==> config.mk <==
export PLATFORM = sky130hd
export DESIGN_NAME = qrs_sqrt_pipe
export DESIGN_NICKNAME = d
export VERILOG_FILES = /design/src/assert_macros.svh /design/src/qrs_sqrt_pipe.sv
export SDC_FILE = /design/constraint.sdc
export NUM_CORES = 2
export LEC_CHECK = 0
export BUFFER_PORTS_ARGS = -buffer_cell sky130_fd_sc_hd__buf_2
export CORE_UTILIZATION = 60
export CTS_CLUSTER_DIAMETER = 50
export DETAILED_ROUTE_END_ITERATION = 6
export GPL_TIMING_DRIVEN = 0
export PLACE_DENSITY = 0.72
export REMOVE_ABC_BUFFERS = 1
export SLEW_MARGIN = 20
export SYNTH_ARGS = -nofsm -noshare
export SYNTH_HDL_FRONTEND = slang
export SYNTH_SLANG_ARGS = --single-unit
==> constraint.sdc <==
create_clock -name clk -period 8.9 [get_ports clk]
set_input_delay 2.225 -clock clk [delete_from_list [all_inputs] [get_ports clk]]
set_output_delay 2.225 -clock clk [all_outputs]
set_load 0.01 [all_outputs]
==> src/assert_macros.svh <==
// assertion macros included by the solver rtl
`ifndef ASSERT_MACROS_SVH
`define ASSERT_MACROS_SVH

// same-cycle implication, gated by reset
`define QRS_ASSERT_IMPLY(label, clk, rst_n, ante, cons, msg) \
    label: assert property (@(posedge clk) disable iff (!rst_n) (ante) |-> (cons)) \
        else $error(msg);

// next-cycle implication, gated by reset
`define QRS_ASSERT_NEXT(label, clk, rst_n, ante, cons, msg) \
    label: assert property (@(posedge clk) disable iff (!rst_n) (ante) |=> (cons)) \
        else $error(msg);

`endif

==> src/qrs_sqrt_pipe.sv <==
// pipelined integer square root, one root bit per stage
module qrs_sqrt_pipe #(
    parameter int ROOT_W = 24,
    parameter int TAG_W  = 1
) (
    input  logic                  clk,
    input  logic                  rst_n,
    input  logic                  en,
    input  logic                  in_valid,
    input  logic [2*ROOT_W-1:0]   rad,
    input  logic [TAG_W-1:0]      in_tag,
    output logic                  out_valid,
    output logic [ROOT_W-1:0]     root,
    output logic [TAG_W-1:0]      out_tag
);
    localparam int RAD_W = 2 * ROOT_W;
    localparam int REM_W = ROOT_W + 1;

    logic              vld_reg  [ROOT_W];
    logic [REM_W-1:0]  rem_reg  [ROOT_W];
    logic [ROOT_W-1:0] root_reg [ROOT_W];
    logic [RAD_W-1:0]  rad_reg  [ROOT_W];
    logic [TAG_W-1:0]  tag_reg  [ROOT_W];

    for (genvar i = 0; i < ROOT_W; i++) begin : g_step
        logic              vld_in;
        logic [REM_W-1:0]  rem_in;
        logic [ROOT_W-1:0] root_in;
        logic [RAD_W-1:0]  rad_in;
        logic [TAG_W-1:0]  tag_in;
        logic [REM_W+1:0]  rem_sh;
        logic [REM_W+1:0]  trial;
        logic [REM_W+1:0]  diff;
        logic              take;

        if (i == 0) begin : g_first
            assign vld_in  = in_valid;
            assign rem_in  = '0;
            assign root_in = '0;
            assign rad_in  = rad;
            assign tag_in  = in_tag;
        end else begin : g_later
            assign vld_in  = vld_reg[i-1];
            assign rem_in  = rem_reg[i-1];
            assign root_in = root_reg[i-1];
            assign rad_in  = rad_reg[i-1];
            assign tag_in  = tag_reg[i-1];
        end

        // bring down two radicand bits and try the next root bit
        assign rem_sh = {rem_in, rad_in[RAD_W-1 -: 2]};
        assign trial  = {1'b0, root_in, 2'b01};
        assign take   = rem_sh >= trial;
        assign diff   = rem_sh - trial;

        always_ff @(posedge clk) begin
            if (!rst_n) begin
                vld_reg[i] <= 1'b0;
            end else if (en) begin
                vld_reg[i] <= vld_in;
            end
        end

        always_ff @(posedge clk) begin
            if (en) begin
                rem_reg[i]  <= take ? diff[REM_W-1:0] : rem_sh[REM_W-1:0];
                root_reg[i] <= {root_in[ROOT_W-2:0], take};
                rad_reg[i]  <= {rad_in[RAD_W-3:0], 2'b00};
                tag_reg[i]  <= tag_in;
            end
        end
    end

    assign out_valid = vld_reg[ROOT_W-1];
    assign root      = root_reg[ROOT_W-1];
    assign out_tag   = tag_reg[ROOT_W-1];

endmodule

# After elaboration in Yosys (flattened, before gate mapping)
# Memories as Yosys holds them, arrays and structs flattened.
# Cells that the tools add are included.
[classes]
bitwise = 24
mux = 53
magnitude_cmp = 24
add_sub_neg = 24
[ops]
columns = ["op", "n"]
rows = [
  ["27-bit by 26-bit >= comparator with 1-bit output", 23],
  ["25-bit 2-to-1 mux", 24],
  ["25-bit subtractor", 23],
  ["1-bit 2-to-1 mux", 29],
  ["1-bit OR", 24],
  ["2-bit by 1-bit subtractor with 3-bit output, second input constant", 1],
  ["2-bit by 1-bit >= comparator with 1-bit output, second input constant", 1],
]
[totals]
regBits = 0
out_inout_bits = 26
word_cells = 130
in_bits = 53
n_memories = 5
ramBits = 2328
[memory_table]
columns = ["name", "depth", "word_bits", "rd", "rd_ports_with_merged_regs", "write_ports", "line", "rtl"]
rows = [
  ["rad_reg", 24, 46, 23, 0, 24, "qrs_sqrt_pipe.sv:22", "logic [RAD_W-1:0] rad_reg [ROOT_W];"],
  ["rem_reg", 24, 25, 23, 0, 24, "qrs_sqrt_pipe.sv:20", "logic [REM_W-1:0] rem_reg [ROOT_W];"],
  ["root_reg", 24, 24, 24, 0, 24, "qrs_sqrt_pipe.sv:21", "logic [ROOT_W-1:0] root_reg [ROOT_W];"],
  ["tag_reg", 24, 1, 24, 0, 24, "qrs_sqrt_pipe.sv:23", "logic [TAG_W-1:0] tag_reg [ROOT_W];"],
  ["vld_reg", 24, 1, 24, 0, 24, "qrs_sqrt_pipe.sv:19", "logic vld_reg [ROOT_W];"],
]

# Depth between registers and ports, before layout
[depth]
ltp_word = 4
ltp_mapped = 13
ltp_nobuf = 11

# Least setup slack after synthesis
# OpenSTA, ideal clock, no wires.
[synth_path]
kind = "input to register"
start = "in en"
end = "mem vld_reg[0][0] (enable)"
arrival_ns = 2.826
required_time_ns = 8.517
slack_ns = 5.691
cell_stages = 1
cell_sequence = "nand2b_1"
[synth_lines]
columns = ["item", "line", "rtl"]
rows = [
  ["from (decl)", "qrs_sqrt_pipe.sv:8", "input logic en,"],
  ["to (decl)", "qrs_sqrt_pipe.sv:19", ""],
]

==> impl_metrics.env <==
export IMPL_run_status="completed"
export IMPL_cts_root_buf="clkbuf_16"
export IMPL_final_nets=5592
export IMPL_die_area_um2=112000
export IMPL_cts_tree="done"
export IMPL_multi_input_area_um2=21200
export IMPL_n_fill_cell=7839
export IMPL_hold_viol=0
export IMPL_slew_headroom=0.267
export IMPL_num_rows=121
export IMPL_synth_flop_cell="edfxtp_1"
export IMPL_grt_max_degree=157
export IMPL_crit_buf_inv=4
export IMPL_portBuffers=78
export IMPL_critPathMaxStageDelay_ns=0.55
export IMPL_netlist_instances=5051
export IMPL_cp_cell_sequence="buf_12 -> buf_16 -> buf_16 -> buf_16"
export IMPL_final_seq_area_um2=43300
export IMPL_cts_path_max_buffers=3
export IMPL_final_common_cell="edfxtp_1"
export IMPL_crit_arrival_ns=4.56
export IMPL_required_ns=9.28
export IMPL_drt_iter0_markers=2475
export IMPL_synth_compound_area_frac=0.0941
export IMPL_hold_buffers=0
export IMPL_period_needed_ns=4.18
export IMPL_postCtsSetupBuffers=0
export IMPL_postRouteAntennaNets=0
export IMPL_synth_edf_count=1442
export IMPL_yosys_area_top_type="edfxtp_1"
export IMPL_path_common_cell="buf_16"
export IMPL_largest_reg_flops=552
export IMPL_cap_violations=0
export IMPL_drive_above_1_share=0.0774
export IMPL_hold_class="register to register"
export IMPL_synth_xor_area_frac=0.0556
export IMPL_ys_seq_elements=1443
export IMPL_setup_viol_count_final=0
export IMPL_placed_cells=6526
export IMPL_worstMarginPinSlew_ns=1.07
export IMPL_slowest_stage="buf_16"
export IMPL_layout_common_cells="edfxtp_1, inv_1, nand2_1"
export IMPL_synth_yosys_seq_area_share=0.652
export IMPL_clk_latency_ns=0.77
export IMPL_async_flop_share=0
export IMPL_first_pass_iters=6
export IMPL_fp_coreArea_um2=109000
export IMPL_min_from="rad_reg[0][202]$_DFFE_PP_"
export IMPL_ir_worst_vdd_uv=184
export IMPL_crit_family="buffers and inverters"
export IMPL_clk_pin_slew_ns=0.07
export IMPL_yosysUniqueCellTypes=90
export IMPL_synth_area_leaders="edfxtp_1, ha_1, xnor2_1, xor2_1, inv_1"
export IMPL_r2r_start="rem_reg[1][50]$_DFFE_PP_"
export IMPL_cts_buffers=162
export IMPL_setup_tns_ns=0
export IMPL_grt_use_total=0.214
export IMPL_power_density_nw_per_um2=252
export IMPL_final_cells=6823
export IMPL_die_w_um=335
export IMPL_syn_area_um2=66400
export IMPL_clock_fmax_mhz=239
export IMPL_path_class="input pin to register"
export IMPL_synth_top_cell_area_share=0.652
export IMPL_cp_end_kind="register"
export IMPL_synth_adder_area_share=0.0612
export IMPL_syn_mean_instance_area_um2=13.2
export IMPL_die_h_um=335
export IMPL_globalRoute_totalOverflow=0
export IMPL_ios=79
export IMPL_via_per_inst=5.67
export IMPL_maxSlewViolCount=0
export IMPL_yosys_area_share_simple=0.101
export IMPL_finalCritPeriodShare=0.470
export IMPL_antenna_found_initial=3
export IMPL_fin_skew_ns=0.0408
export IMPL_yosysWarningCount=0
export IMPL_cp_max_fo=156
export IMPL_gp_congestion=0.874
export IMPL_antennaDiodeCount=0
export IMPL_area_delta_synth_final_pct=11.4
export IMPL_htree_levels=4
export IMPL_avgRoutedWirePerCell_um=17.4
export IMPL_cp_startpoint="en"
export IMPL_num_vias=38672
export IMPL_final_area_um2=74000
export IMPL_dp_hpwl_mm=82.6
export IMPL_place_area_um2=68700
export IMPL_synth_top_family_by_area="simple AND/OR/NAND/NOR gates"
export IMPL_start_kind="input pin"
export IMPL_cts_repair_resize_count=0
export IMPL_route_detailed_drc=0
export IMPL_p_leak_uw=0.0284
export IMPL_clock_sinks=1443
export IMPL_grt_pass1_vias=37496
export IMPL_grt_setup_unrepaired="no"
export IMPL_muxShareOfSynthArea=0.00672
export IMPL_start_util=0.608
export IMPL_wl_mm=118
export IMPL_grt_pass1_wl_mm=192
[area by class of cell]
type / instances / area share
clock inverter: 103 / 0.0149
timing repair buffer: 92 / 0.0103
sequential: 1443 / 0.585
clock buffer: 194 / 0.0567
inverter: 416 / 0.0211
tap: 1476 / 0.0250
multi-input combinational: 3099 / 0.287
[report_power, final]
part	internal [uW]	switching [uW]
clock	3750	2730
sequential	8510	472
combinational	1350	1840
[worst paths after layout]
check	slack [ns]	cells after the start	end
hold / removal	0.40	0	rad_reg[0][250]$_DFFE_PP_
setup / recovery	4.72	4	root_reg[1][181]$_DFFE_PP_
hold reg to reg	0.40	0	rad_reg[0][250]$_DFFE_PP_
setup reg to reg	5.01	10	rem_reg[1][84]$_DFFE_PP_
[metal layers]
metal,wire length (um),track usage,share of wire,vias to the layer above
li1,-,-,-,19125
met3,5300,0.0375,0.045,229
met5,0,0,0,-
met4,3180,0.0702,0.027,0
met2,59800,0.371,0.50,784
met1,50200,0.272,0.42,18534
[worst reg2reg max path, cell delays in order (launching register included)]
cell,delay [ns]
edfxtp_1,0.43
ha_1,0.39
o21a_1,0.14
o21ai_0,0.26
a21boi_0,0.23
o41ai_1,0.70
a21o_1,0.20
o21a_1,0.64
inv_1,0.37
nand3_1,0.17
nand2_1,0.09
[cells in the mapped netlist, types with 14 or more instances]
cell type / number
edfxtp_1: 1442
nor4_1: 56
o21ai_0: 259
nor2b_1: 52
a211oi_1: 21
or3_1: 51
nand3_1: 90
a31oi_1: 25
o21bai_1: 25
or2_2: 21
mux2_2: 29
or4_1: 31
a21oi_1: 278
nor3_1: 129
nand2_1: 346
o31ai_1: 31
and3_1: 55
and2_1: 17
xnor2_1: 214
and4_1: 15
nor2_1: 273
nand3b_1: 17
nand2b_1: 63
o211ai_1: 22
inv_1: 413
xor2_1: 208
a21o_1: 118
clkbuf_1: 72
o21a_1: 72
nand4_1: 47
a2111oi_0: 20
ha_1: 325
a21boi_0: 14
[cells by family (layout without fill, tap and decap cells)]
kind of cell / Yosys count / count (layout)
AO/OA/AOI/OAI: 996 / 996
XOR/XNOR: 422 / 422
adder cells (fa/ha/maj): 325 / 325
buffers and inverters: 509 / 805
flip-flops: 1443 / 1443
multiplexers: 41 / 41
other: 1 / 1
AND/OR/NAND/NOR: 1314 / 1314
[metrics by stage]
stage	hold slack, ns	worst slack (ns)	util	total power (uW)
floorplan	0.400	4.56	-	11300
global placement	0.400	-16.63	0.625	12400
detailed placement	0.405	3.96	0.629	12300
CTS	0.394	4.77	0.677	18800
global route	0.408	4.60	0.677	19500
finish	0.402	4.72	0.677	18700
No activity file was read; power rests on OpenSTA's default activity.
